[config.mk]
export PLATFORM = sky130hd
export DESIGN_NAME = info_frame_stuffing_framer_flat
export DESIGN_NICKNAME = d
export VERILOG_FILES = /design/src/sv/ifsf_pkg.sv /design/src/sv/ifsf_ifs.sv /design/src/sv/ifsf_front.sv /design/src/sv/ifsf_queue.sv /design/src/sv/ifsf_back.sv /design/src/sv/info_frame_stuffing_framer.sv /design/src/flat_wrapper.sv
export SDC_FILE = /design/constraint.sdc
export NUM_CORES = 1
export LEC_CHECK = 0
export BUFFER_PORTS_ARGS = -buffer_cell sky130_fd_sc_hd__buf_2
export CORE_UTILIZATION = 61
export DETAILED_ROUTE_END_ITERATION = 10
export PLACE_DENSITY = 0.8
export SETUP_SLACK_MARGIN = 0.15
export SLEW_MARGIN = 20
export SYNTH_ARGS = -nofsm -noshare
export SYNTH_HDL_FRONTEND = slang
export SYNTH_HIERARCHICAL = 1
export SYNTH_SLANG_ARGS = --single-unit
export TNS_END_PERCENT = 20
[constraint.sdc]
create_clock -name clk -period 3.42 [get_ports clk]
set_input_delay 1.026 -clock clk [delete_from_list [all_inputs] [get_ports clk]]
set_output_delay 1.026 -clock clk [all_outputs]
set_load 0.02 [all_outputs]
[src/sv/ifsf_pkg.sv]
package ifsf_pkg;

    localparam int BYTE_W = 8;
    localparam int CFG_IDX_W = 3;

    // register indexes of the configuration port
    localparam logic [CFG_IDX_W-1:0] REG_FLAG = 3'd0;
    localparam logic [CFG_IDX_W-1:0] REG_ESCAPE = 3'd1;
    localparam logic [CFG_IDX_W-1:0] REG_MASK = 3'd2;
    localparam logic [CFG_IDX_W-1:0] REG_ADDRESS = 3'd3;
    localparam logic [CFG_IDX_W-1:0] REG_CTRL_SEQ0 = 3'd4;
    localparam logic [CFG_IDX_W-1:0] REG_CTRL_SEQ1 = 3'd5;

    localparam logic [BYTE_W-1:0] FLAG_RESET = 8'h7E;
    localparam logic [BYTE_W-1:0] ESCAPE_RESET = 8'h7D;
    localparam logic [BYTE_W-1:0] MASK_RESET = 8'h20;
    localparam logic [BYTE_W-1:0] ADDRESS_RESET = 8'h03;
    localparam logic [BYTE_W-1:0] CTRL_SEQ0_RESET = 8'h00;
    localparam logic [BYTE_W-1:0] CTRL_SEQ1_RESET = 8'h40;
    localparam logic [BYTE_W-1:0] BCC_INIT = 8'h00;

    localparam int QUEUE_DEPTH = 2;

    typedef struct packed {
        logic [BYTE_W-1:0] flag_byte;
        logic [BYTE_W-1:0] escape_byte;
        logic [BYTE_W-1:0] escape_mask;
        logic [BYTE_W-1:0] address_byte;
        logic [BYTE_W-1:0] control_seq0;
        logic [BYTE_W-1:0] control_seq1;
    } cfg_t;

    // one classified payload byte, with the check byte the frame has reached
    typedef struct packed {
        logic [BYTE_W-1:0] data;
        logic              first;
        logic              last;
        logic              seq;
        logic [BYTE_W-1:0] bcc;
    } cmd_t;

endpackage

[src/sv/ifsf_ifs.sv]
interface ifsf_in_if;
    logic                          valid;
    logic                          ready;
    logic [ifsf_pkg::BYTE_W-1:0]   data_byte;
    logic                          first_byte;
    logic                          last_byte;
    logic                          sequence_req;

    modport source (output valid, output data_byte, output first_byte,
                    output last_byte, output sequence_req, input ready);
    modport sink (input valid, input data_byte, input first_byte,
                  input last_byte, input sequence_req, output ready);
endinterface

interface ifsf_out_if;
    logic                          valid;
    logic                          ready;
    logic [ifsf_pkg::BYTE_W-1:0]   out_byte;
    logic                          run_last;
    logic                          frame_end;

    modport source (output valid, output out_byte, output run_last,
                    output frame_end, input ready);
    modport sink (input valid, input out_byte, input run_last,
                  input frame_end, output ready);
endinterface

interface ifsf_cfg_if;
    logic                            valid;
    logic                            ready;
    logic [ifsf_pkg::CFG_IDX_W-1:0]  index;
    logic [ifsf_pkg::BYTE_W-1:0]     data;

    modport source (output valid, output index, output data, input ready);
    modport sink (input valid, input index, input data, output ready);
endinterface

[src/sv/ifsf_front.sv]
// Accepts payload requests, keeps the running XOR and builds commands.
module ifsf_front
(
    input  logic             clk,
    input  logic             rst_n,
    ifsf_in_if.sink          in_ch,
    input  logic             q_full,
    output logic             push,
    output ifsf_pkg::cmd_t   push_cmd
);

    logic [ifsf_pkg::BYTE_W-1:0] parity_reg;
    logic [ifsf_pkg::BYTE_W-1:0] parity_next;
    logic [ifsf_pkg::BYTE_W-1:0] base;
    logic [ifsf_pkg::BYTE_W-1:0] bcc;

    assign in_ch.ready = !q_full;
    assign push = in_ch.valid && !q_full;

    always_comb
    begin
        base = in_ch.first_byte ? ifsf_pkg::BCC_INIT : parity_reg;
        bcc = base ^ in_ch.data_byte;
        parity_next = in_ch.last_byte ? ifsf_pkg::BCC_INIT : bcc;
        push_cmd.data = in_ch.data_byte;
        push_cmd.first = in_ch.first_byte;
        push_cmd.last = in_ch.last_byte;
        push_cmd.seq = in_ch.sequence_req;
        push_cmd.bcc = bcc;
    end

    always_ff @(posedge clk or negedge rst_n)
    begin
        if (!rst_n)
        begin
            parity_reg <= ifsf_pkg::BCC_INIT;
        end
        else if (push)
        begin
            parity_reg <= parity_next;
        end
    end

endmodule

[src/sv/ifsf_queue.sv]
// Small command queue between front and back.
module ifsf_queue
#(
    parameter int DEPTH = ifsf_pkg::QUEUE_DEPTH
)
(
    input  logic             clk,
    input  logic             rst_n,
    input  logic             push,
    input  ifsf_pkg::cmd_t   push_cmd,
    input  logic             pop,
    output logic             full,
    output logic             head_valid,
    output ifsf_pkg::cmd_t   head_cmd
);

    localparam int PTR_W = (DEPTH > 1) ? $clog2(DEPTH) : 1;
    localparam int CNT_W = $clog2(DEPTH + 1);
    localparam logic [PTR_W-1:0] LAST_PTR = PTR_W'(DEPTH - 1);
    localparam logic [CNT_W-1:0] FULL_CNT = CNT_W'(DEPTH);

    ifsf_pkg::cmd_t     mem [DEPTH];
    logic [PTR_W-1:0]   wr_ptr_reg;
    logic [PTR_W-1:0]   rd_ptr_reg;
    logic [CNT_W-1:0]   count_reg;
    logic [CNT_W-1:0]   count_next;

    assign full = (count_reg == FULL_CNT);
    assign head_valid = (count_reg != '0);
    assign head_cmd = mem[rd_ptr_reg];

    always_comb
    begin
        count_next = count_reg;
        if (push && !pop)
        begin
            count_next = count_reg + CNT_W'(1);
        end
        else if (pop && !push)
        begin
            count_next = count_reg - CNT_W'(1);
        end
    end

    always_ff @(posedge clk)
    begin
        if (push)
        begin
            mem[wr_ptr_reg] <= push_cmd;
        end
    end

    always_ff @(posedge clk or negedge rst_n)
    begin
        if (!rst_n)
        begin
            wr_ptr_reg <= '0;
            rd_ptr_reg <= '0;
            count_reg <= '0;
        end
        else
        begin
            if (push)
            begin
                wr_ptr_reg <= (wr_ptr_reg == LAST_PTR) ? '0 : wr_ptr_reg + PTR_W'(1);
            end
            if (pop)
            begin
                rd_ptr_reg <= (rd_ptr_reg == LAST_PTR) ? '0 : rd_ptr_reg + PTR_W'(1);
            end
            count_reg <= count_next;
        end
    end

    a_no_overflow: assert property (@(posedge clk) disable iff (!rst_n)
        push |-> !full)
        else $error("queue written while full");

    a_no_underflow: assert property (@(posedge clk) disable iff (!rst_n)
        pop |-> head_valid)
        else $error("queue popped while empty");

    a_count_range: assert property (@(posedge clk) disable iff (!rst_n)
        count_reg <= FULL_CNT)
        else $error("queue count out of range");

endmodule

[src/sv/ifsf_back.sv]
// Byte sequencer: header, stuffed payload, stuffed check, closing flag.
module ifsf_back
(
    input  logic             clk,
    input  logic             rst_n,
    input  ifsf_pkg::cfg_t   cfg,
    input  logic             head_valid,
    input  ifsf_pkg::cmd_t   head_cmd,
    output logic             pop,
    ifsf_out_if.source       out_ch
);

    localparam logic [3:0] ST_START = 4'd0;
    localparam logic [3:0] ST_HFLAG = 4'd1;
    localparam logic [3:0] ST_HADDR = 4'd2;
    localparam logic [3:0] ST_HCTRL = 4'd3;
    localparam logic [3:0] ST_HCHK = 4'd4;
    localparam logic [3:0] ST_DATA = 4'd5;
    localparam logic [3:0] ST_DATA2 = 4'd6;
    localparam logic [3:0] ST_CHK = 4'd7;
    localparam logic [3:0] ST_CHK2 = 4'd8;
    localparam logic [3:0] ST_CLOSE = 4'd9;

    logic [3:0]                    st_reg;
    logic [3:0]                    st_next;
    logic [3:0]                    cur_st;
    logic                          done;
    logic                          advance;
    logic [ifsf_pkg::BYTE_W-1:0]   ctrl;
    logic                          esc_data;
    logic                          esc_chk;
    logic [ifsf_pkg::BYTE_W-1:0]   byte_next;
    logic                          end_next;

    logic                          out_valid_reg;
    logic [ifsf_pkg::BYTE_W-1:0]   out_byte_reg;
    logic                          run_last_reg;
    logic                          frame_end_reg;

    assign advance = head_valid && (!out_valid_reg || out_ch.ready);
    assign pop = advance && done;

    always_comb
    begin
        ctrl = head_cmd.seq ? cfg.control_seq1 : cfg.control_seq0;
        esc_data = (head_cmd.data == cfg.flag_byte) || (head_cmd.data == cfg.escape_byte);
        esc_chk = (head_cmd.bcc == cfg.flag_byte) || (head_cmd.bcc == cfg.escape_byte);
        if (st_reg == ST_START)
        begin
            cur_st = head_cmd.first ? ST_HFLAG : ST_DATA;
        end
        else
        begin
            cur_st = st_reg;
        end
        byte_next = cfg.flag_byte;
        end_next = 1'b0;
        done = 1'b0;
        st_next = ST_START;
        unique case (cur_st)
            ST_HFLAG:
            begin
                byte_next = cfg.flag_byte;
                st_next = ST_HADDR;
            end
            ST_HADDR:
            begin
                byte_next = cfg.address_byte;
                st_next = ST_HCTRL;
            end
            ST_HCTRL:
            begin
                byte_next = ctrl;
                st_next = ST_HCHK;
            end
            ST_HCHK:
            begin
                byte_next = cfg.address_byte ^ ctrl;
                st_next = ST_DATA;
            end
            ST_DATA:
            begin
                if (esc_data)
                begin
                    byte_next = cfg.escape_byte;
                    st_next = ST_DATA2;
                end
                else
                begin
                    byte_next = head_cmd.data;
                    st_next = ST_CHK;
                    done = !head_cmd.last;
                end
            end
            ST_DATA2:
            begin
                byte_next = head_cmd.data ^ cfg.escape_mask;
                st_next = ST_CHK;
                done = !head_cmd.last;
            end
            ST_CHK:
            begin
                if (esc_chk)
                begin
                    byte_next = cfg.escape_byte;
                    st_next = ST_CHK2;
                end
                else
                begin
                    byte_next = head_cmd.bcc;
                    st_next = ST_CLOSE;
                end
            end
            ST_CHK2:
            begin
                byte_next = head_cmd.bcc ^ cfg.escape_mask;
                st_next = ST_CLOSE;
            end
            ST_CLOSE:
            begin
                byte_next = cfg.flag_byte;
                end_next = 1'b1;
                done = 1'b1;
            end
            default:
            begin
                done = 1'b1;
            end
        endcase
    end

    always_ff @(posedge clk or negedge rst_n)
    begin
        if (!rst_n)
        begin
            st_reg <= ST_START;
            out_valid_reg <= 1'b0;
        end
        else if (advance)
        begin
            st_reg <= done ? ST_START : st_next;
            out_valid_reg <= 1'b1;
        end
        else if (out_ch.ready)
        begin
            out_valid_reg <= 1'b0;
        end
    end

    always_ff @(posedge clk)
    begin
        if (advance)
        begin
            out_byte_reg <= byte_next;
            run_last_reg <= done;
            frame_end_reg <= end_next;
        end
    end

    assign out_ch.valid = out_valid_reg;
    assign out_ch.out_byte = out_byte_reg;
    assign out_ch.run_last = run_last_reg;
    assign out_ch.frame_end = frame_end_reg;

    a_end_is_last: assert property (@(posedge clk) disable iff (!rst_n)
        out_valid_reg && frame_end_reg |-> run_last_reg)
        else $error("closing flag not marked as last of its request");

    a_pop_resets_seq: assert property (@(posedge clk) disable iff (!rst_n)
        pop |=> st_reg == ST_START)
        else $error("sequencer not back at start after pop");

    a_mid_cmd_head: assert property (@(posedge clk) disable iff (!rst_n)
        st_reg != ST_START |-> head_valid)
        else $error("sequencer mid-request with empty queue");

endmodule

[src/sv/info_frame_stuffing_framer.sv]
// Information-frame byte-stuffing framer. Each payload request on in_ch
// yields one or more bytes on out_ch: a first byte brings a four-byte header
// (flag, address, control, address^control), a byte equal to the flag or
// escape value goes out as escape then byte^mask, and a last byte appends the
// stuffed XOR check and a closing flag (frame_end). run_last marks the final
// byte of each request. Output is one byte per cycle while the receiver is
// ready and a request is queued, set by the single output register; a request
// yields 1 to 9 bytes (2 for a stuffed mid-frame byte); a short queue lets
// further requests be taken while earlier ones are still being sent. Registers
// are written through cfg (index 0 flag, 1 escape, 2 mask, 3 address, 4 control
// seq0, 5 control seq1) by the user only while the block is idle, which the
// block does not enforce; the port is always ready and other indexes are ignored.
module info_frame_stuffing_framer
#(
    parameter int QUEUE_DEPTH = ifsf_pkg::QUEUE_DEPTH
)
(
    input  logic         clk,
    input  logic         rst_n,
    ifsf_in_if.sink      in_ch,
    ifsf_out_if.source   out_ch,
    ifsf_cfg_if.sink     cfg
);

    ifsf_pkg::cfg_t   cfg_reg;
    ifsf_pkg::cmd_t   push_cmd;
    ifsf_pkg::cmd_t   head_cmd;
    logic             push;
    logic             pop;
    logic             q_full;
    logic             head_valid;

    // configuration registers; writes always land at once
    assign cfg.ready = 1'b1;

    always_ff @(posedge clk or negedge rst_n)
    begin
        if (!rst_n)
        begin
            cfg_reg.flag_byte <= ifsf_pkg::FLAG_RESET;
            cfg_reg.escape_byte <= ifsf_pkg::ESCAPE_RESET;
            cfg_reg.escape_mask <= ifsf_pkg::MASK_RESET;
            cfg_reg.address_byte <= ifsf_pkg::ADDRESS_RESET;
            cfg_reg.control_seq0 <= ifsf_pkg::CTRL_SEQ0_RESET;
            cfg_reg.control_seq1 <= ifsf_pkg::CTRL_SEQ1_RESET;
        end
        else if (cfg.valid)
        begin
            unique case (cfg.index)
                ifsf_pkg::REG_FLAG:      cfg_reg.flag_byte <= cfg.data;
                ifsf_pkg::REG_ESCAPE:    cfg_reg.escape_byte <= cfg.data;
                ifsf_pkg::REG_MASK:      cfg_reg.escape_mask <= cfg.data;
                ifsf_pkg::REG_ADDRESS:   cfg_reg.address_byte <= cfg.data;
                ifsf_pkg::REG_CTRL_SEQ0: cfg_reg.control_seq0 <= cfg.data;
                ifsf_pkg::REG_CTRL_SEQ1: cfg_reg.control_seq1 <= cfg.data;
                default:
                begin
                    // unused index: write dropped
                end
            endcase
        end
    end

    // front: take request, update check, classify
    ifsf_front u_front
    (
        .clk      (clk),
        .rst_n    (rst_n),
        .in_ch    (in_ch),
        .q_full   (q_full),
        .push     (push),
        .push_cmd (push_cmd)
    );

    // decoupling queue
    ifsf_queue #(
        .DEPTH (QUEUE_DEPTH)
    ) u_queue
    (
        .clk        (clk),
        .rst_n      (rst_n),
        .push       (push),
        .push_cmd   (push_cmd),
        .pop        (pop),
        .full       (q_full),
        .head_valid (head_valid),
        .head_cmd   (head_cmd)
    );

    // back: byte sequencer and output register
    ifsf_back u_back
    (
        .clk        (clk),
        .rst_n      (rst_n),
        .cfg        (cfg_reg),
        .head_valid (head_valid),
        .head_cmd   (head_cmd),
        .pop        (pop),
        .out_ch     (out_ch)
    );

endmodule

[src/flat_wrapper.sv]
// flat-port wrapper written by rule: the top's interface ports become plain ports
module info_frame_stuffing_framer_flat 
#(
    parameter int QUEUE_DEPTH = ifsf_pkg::QUEUE_DEPTH
)
  (clk, rst_n, in_ch_valid, in_ch_data_byte, in_ch_first_byte, in_ch_last_byte, in_ch_sequence_req, in_ch_ready, out_ch_valid, out_ch_out_byte, out_ch_run_last, out_ch_frame_end, out_ch_ready, cfg_valid, cfg_index, cfg_data, cfg_ready);
  ifsf_in_if in_ch_i ();
  ifsf_out_if out_ch_i ();
  ifsf_cfg_if cfg_i ();
  input  logic clk;
  input  logic rst_n;
  input wire logic [$bits(in_ch_i.valid)-1:0] in_ch_valid;
  input wire logic [$bits(in_ch_i.data_byte)-1:0] in_ch_data_byte;
  input wire logic [$bits(in_ch_i.first_byte)-1:0] in_ch_first_byte;
  input wire logic [$bits(in_ch_i.last_byte)-1:0] in_ch_last_byte;
  input wire logic [$bits(in_ch_i.sequence_req)-1:0] in_ch_sequence_req;
  output wire logic [$bits(in_ch_i.ready)-1:0] in_ch_ready;
  output wire logic [$bits(out_ch_i.valid)-1:0] out_ch_valid;
  output wire logic [$bits(out_ch_i.out_byte)-1:0] out_ch_out_byte;
  output wire logic [$bits(out_ch_i.run_last)-1:0] out_ch_run_last;
  output wire logic [$bits(out_ch_i.frame_end)-1:0] out_ch_frame_end;
  input wire logic [$bits(out_ch_i.ready)-1:0] out_ch_ready;
  input wire logic [$bits(cfg_i.valid)-1:0] cfg_valid;
  input wire logic [$bits(cfg_i.index)-1:0] cfg_index;
  input wire logic [$bits(cfg_i.data)-1:0] cfg_data;
  output wire logic [$bits(cfg_i.ready)-1:0] cfg_ready;
  assign in_ch_i.valid = in_ch_valid;
  assign in_ch_i.data_byte = in_ch_data_byte;
  assign in_ch_i.first_byte = in_ch_first_byte;
  assign in_ch_i.last_byte = in_ch_last_byte;
  assign in_ch_i.sequence_req = in_ch_sequence_req;
  assign in_ch_ready = in_ch_i.ready;
  assign out_ch_valid = out_ch_i.valid;
  assign out_ch_out_byte = out_ch_i.out_byte;
  assign out_ch_run_last = out_ch_i.run_last;
  assign out_ch_frame_end = out_ch_i.frame_end;
  assign out_ch_i.ready = out_ch_ready;
  assign cfg_i.valid = cfg_valid;
  assign cfg_i.index = cfg_index;
  assign cfg_i.data = cfg_data;
  assign cfg_ready = cfg_i.ready;
  info_frame_stuffing_framer #(.QUEUE_DEPTH(QUEUE_DEPTH)) u_core (.clk(clk), .rst_n(rst_n), .in_ch(in_ch_i), .out_ch(out_ch_i), .cfg(cfg_i));
endmodule
==> results.toml <==
[clocking]
insertion_delay_ps = 520
clk_pin_slew_ps = 60
cts_hold_buf = 0
cts_tree = "yes"
cts_root_buf = "clkbuf_8"
clock-sinks = 113
cts_buffers = 17
htree_levels = 4
clockBufferDepth = 2

[yosys]
synth_common_cells = "mux2_2, dfrtp_1, edfxtp_1, xnor2_1, nor2_1"
syn-instance-count = 482
syn_avg_cell_area_um2 = 12.8
synth.most_common_cell = "mux2_2"
yosysTopAreaCell = "edfxtp_1"
synth_enable_flop_cells = 48
synth_area_leaders = "edfxtp_1, dfrtp_1, mux2_2"
synth_top_area_share_pct = 23.4
async_flop_share_pct = 57.5
synth_area_mm2 = 0.00617
yosysSeqAreaShare_pct = 50.1
syn_nets = 510
yosysUniqueCellTypes = 56
ys_ff_latch = 113
synthFlopType = "dfrtp_1"
ys.warnings.count = 6

[power_and_ir_drop]
power_frac_comb_pct = 37.9
leakage_nw = 2.63
p_per_area_mw_per_mm2 = 912
p_clk_share_pct = 25.9
power.share.switching_pct = 35.0
ir_worst_vdd_uv = 428
internal-power_mw = 4.10
switchingPower_mw = 2.21
power.share.sequential_pct = 36.2

[setup_path]
worstPathRequired_ps = 3860
timing.critical_path.buf_inv = 2
critical_path.top_delay_family = "flip-flops"
crit_path_frequent_cell = "xor2_1"
slowest_delay_ps = 580
path_class = "reg -> reg"
critPathLaunchType = "register"
cp.depth = 12
reg2reg_depth = 12
worst_setup_path_end_kind = "register"
slowest_stage = "dfrtp_2"
cp.arrival_ps = 3290
critPathMaxFanout = 11
path_cells = "mux2_4, xnor2_1, nand4_2, o22ai_1, buf_4, o311ai_4, and2_1, inv_1, ha_1, xor2_1, nor2_1, xor2_1"

[run]
maxCapViolCount = 0

[detailed_routing]
dr.pass1.iters = 5
drt-total-wl_um = 12900
drt_iter0_drc = 176
wl_per_cell_um = 19.4
vias = 3988
viasPerCell = 6.01
antenna_left = 0
drc = 0

[floorplan]
die_h_um = 103
start_util_pct = 63.1
core_mm2 = 0.00977
num_rows = 36
die_w_um = 103
ios = 40
die_area_mm2 = 0.0105

[sta]
hold_violations = 0
slew_viol_final = 0
setup_ws_ps = 565
tightest_slew_ps = 903
fin_skew_ps = 10.4
fin_crit_sh_pct = 83.5
rsz0062_at_grt = "false"
fmax_ghz = 0.350
tns_ps = 0
max-slew-margin-rel_pct = 39.7
finalSetupViolCount = 0
finalCriticalPeriod_ps = 2860

[global_route]
grt_pass1_wl_um = 20300
antenna_found_initial = 0
grt_usage_pct = 26.4
grt_overflow = 0
grt_start_max_net_pins = 66
grt_pass1_vias = 4005

[place]
pre_cts_slack_ps = 420
gp_congestion = 0.933
port_buffers = 38
dp_hpwl_um = 8770
dpl_cell_area_mm2 = 0.00636
dp.cells = 632

[cells_and_area]
final_cell_count_no_fill = 664
final_area_mm2 = 0.00691
drive_gt1_share_pct = 35.4
syn_to_final_growth_pct = 12.0
largest_reg_flops = 48
diodes = 0
fillers = 673
layout.nets = 546

[hold_path]
whs_path_depth = 1
hold_path_class = "reg -> reg"

[status]
status = "complete, no violations"
placed cells by master, fill, tap and decap left out, types with 2 or more instances in the layout:
cell / count
inv_2: 2
edfxtp_1: 48
nand4b_1: 2
dfrtp_1: 48
inv_1: 4
and4bb_2: 4
o31ai_1: 3
o22ai_1: 2
clkbuf_8: 2
mux2_4: 19
clkinvlp_4: 4
nand4_1: 7
xnor2_1: 48
clkbuf_16: 16
o21ai_1: 16
buf_2: 38
nor2_1: 35
buf_4: 11
nand3_1: 2
dfstp_2: 16
clkinv_1: 2
a21oi_1: 12
mux2i_1: 24
and2_1: 2
o32a_1: 8
nor4bb_1: 3
nand2_1: 16
mux2_2: 56
nand2b_1: 12
or3_1: 2
clkinv_2: 4
clkbuf_1: 2
o21ai_0: 10
bufinv_16: 2
o2111ai_1: 8
nor3_1: 2
and4bb_1: 3
nor2b_1: 2
xor2_1: 12
logic make-up after synthesis:
logic type	share of synthesized area [%]
compound gates	7.48
xor+xnor	8.52
fa+ha+maj	0.203
buf+inv	4.44
flops	50.1
mux	18.7
other cells	0.0608
simple gates	10.5
per-layer routing:
metal / part of all wire, % / track usage (%) / wire, µm / up-vias
li1: - / - / - / 1835
met2: 50 / 42.6 / 6410 / 135
met3: 4.6 / 6.58 / 596 / 22
met1: 43 / 33.6 / 5580 / 1996
met4: 2.1 / 12.3 / 268 / 0
met5: 0 / 0 / 0 / -
what timing repair did:
item | in CTS | in global routing
hold endpoints to repair | 0 | 0
buffers inserted | 0 | 0
gates resized for setup | 0 | 1
endpoints found under the setup margin | 0 | 1
final cells by class:
cell class                 count  area (µm²)  area share (%)
clock inverter                12         118            1.70
clock buffer                  20         435            6.30
multi-input combinational    331        2810            40.6
tap                          133         166            2.41
sequential                   113        3090            44.7
timing repair buffer          49         273            3.95
inverter                       6        22.5           0.326
power groups by stage:
stage | registers [mW] | logic [mW] | clock network [mW]
2_1_floorplan | 2.22 | 1.89 | 0
3_3_place_gp | 2.27 | 2.28 | 0
3_5_place_dp | 2.29 | 2.34 | 0
4_1_cts | 2.28 | 2.37 | 1.66
5_1_grt | 2.33 | 2.56 | 1.71
6_report | 2.28 | 2.39 | 1.63
metrics by stage:
stage                     power [mW]  hold slack, ps  utilization [%]
after floorplan                 4.11             448                -
after global placement          4.55             469             65.0
final                           6.30             482             70.7
after global routing            6.60             508             70.7
after CTS                       6.31             486             70.7
after detailed placement        4.63             475             65.0
final timing paths:
kind,slack (ps),to,startpoint
max in group asynchronous,2120,u_core/u_queue/rd_ptr_reg,rst_n
worst min register to register,480,u_core/u_queue/wr_ptr_reg,u_core/u_queue/wr_ptr_reg
worst max register to register,560,u_core/u_queue/count_reg[1],u_core/u_queue/rd_ptr_reg
worst max-delay path,560,u_core/u_queue/count_reg[1],u_core/u_queue/rd_ptr_reg
worst min-delay path,480,u_core/u_queue/wr_ptr_reg,u_core/u_queue/wr_ptr_reg
min in group asynchronous,700,u_core/cfg_reg[15],rst_n
worst register-to-register path, stage by stage (launching register included):
cell,delay [ps]
dfrtp_2,580
mux2_4,380
xnor2_1,170
nand4_2,110
o22ai_1,80
buf_4,210
o311ai_4,360
and2_1,230
inv_1,50
ha_1,190
xor2_1,170
nor2_1,120
xor2_1,150
Note: power is estimated with default switching activity, not from simulation.
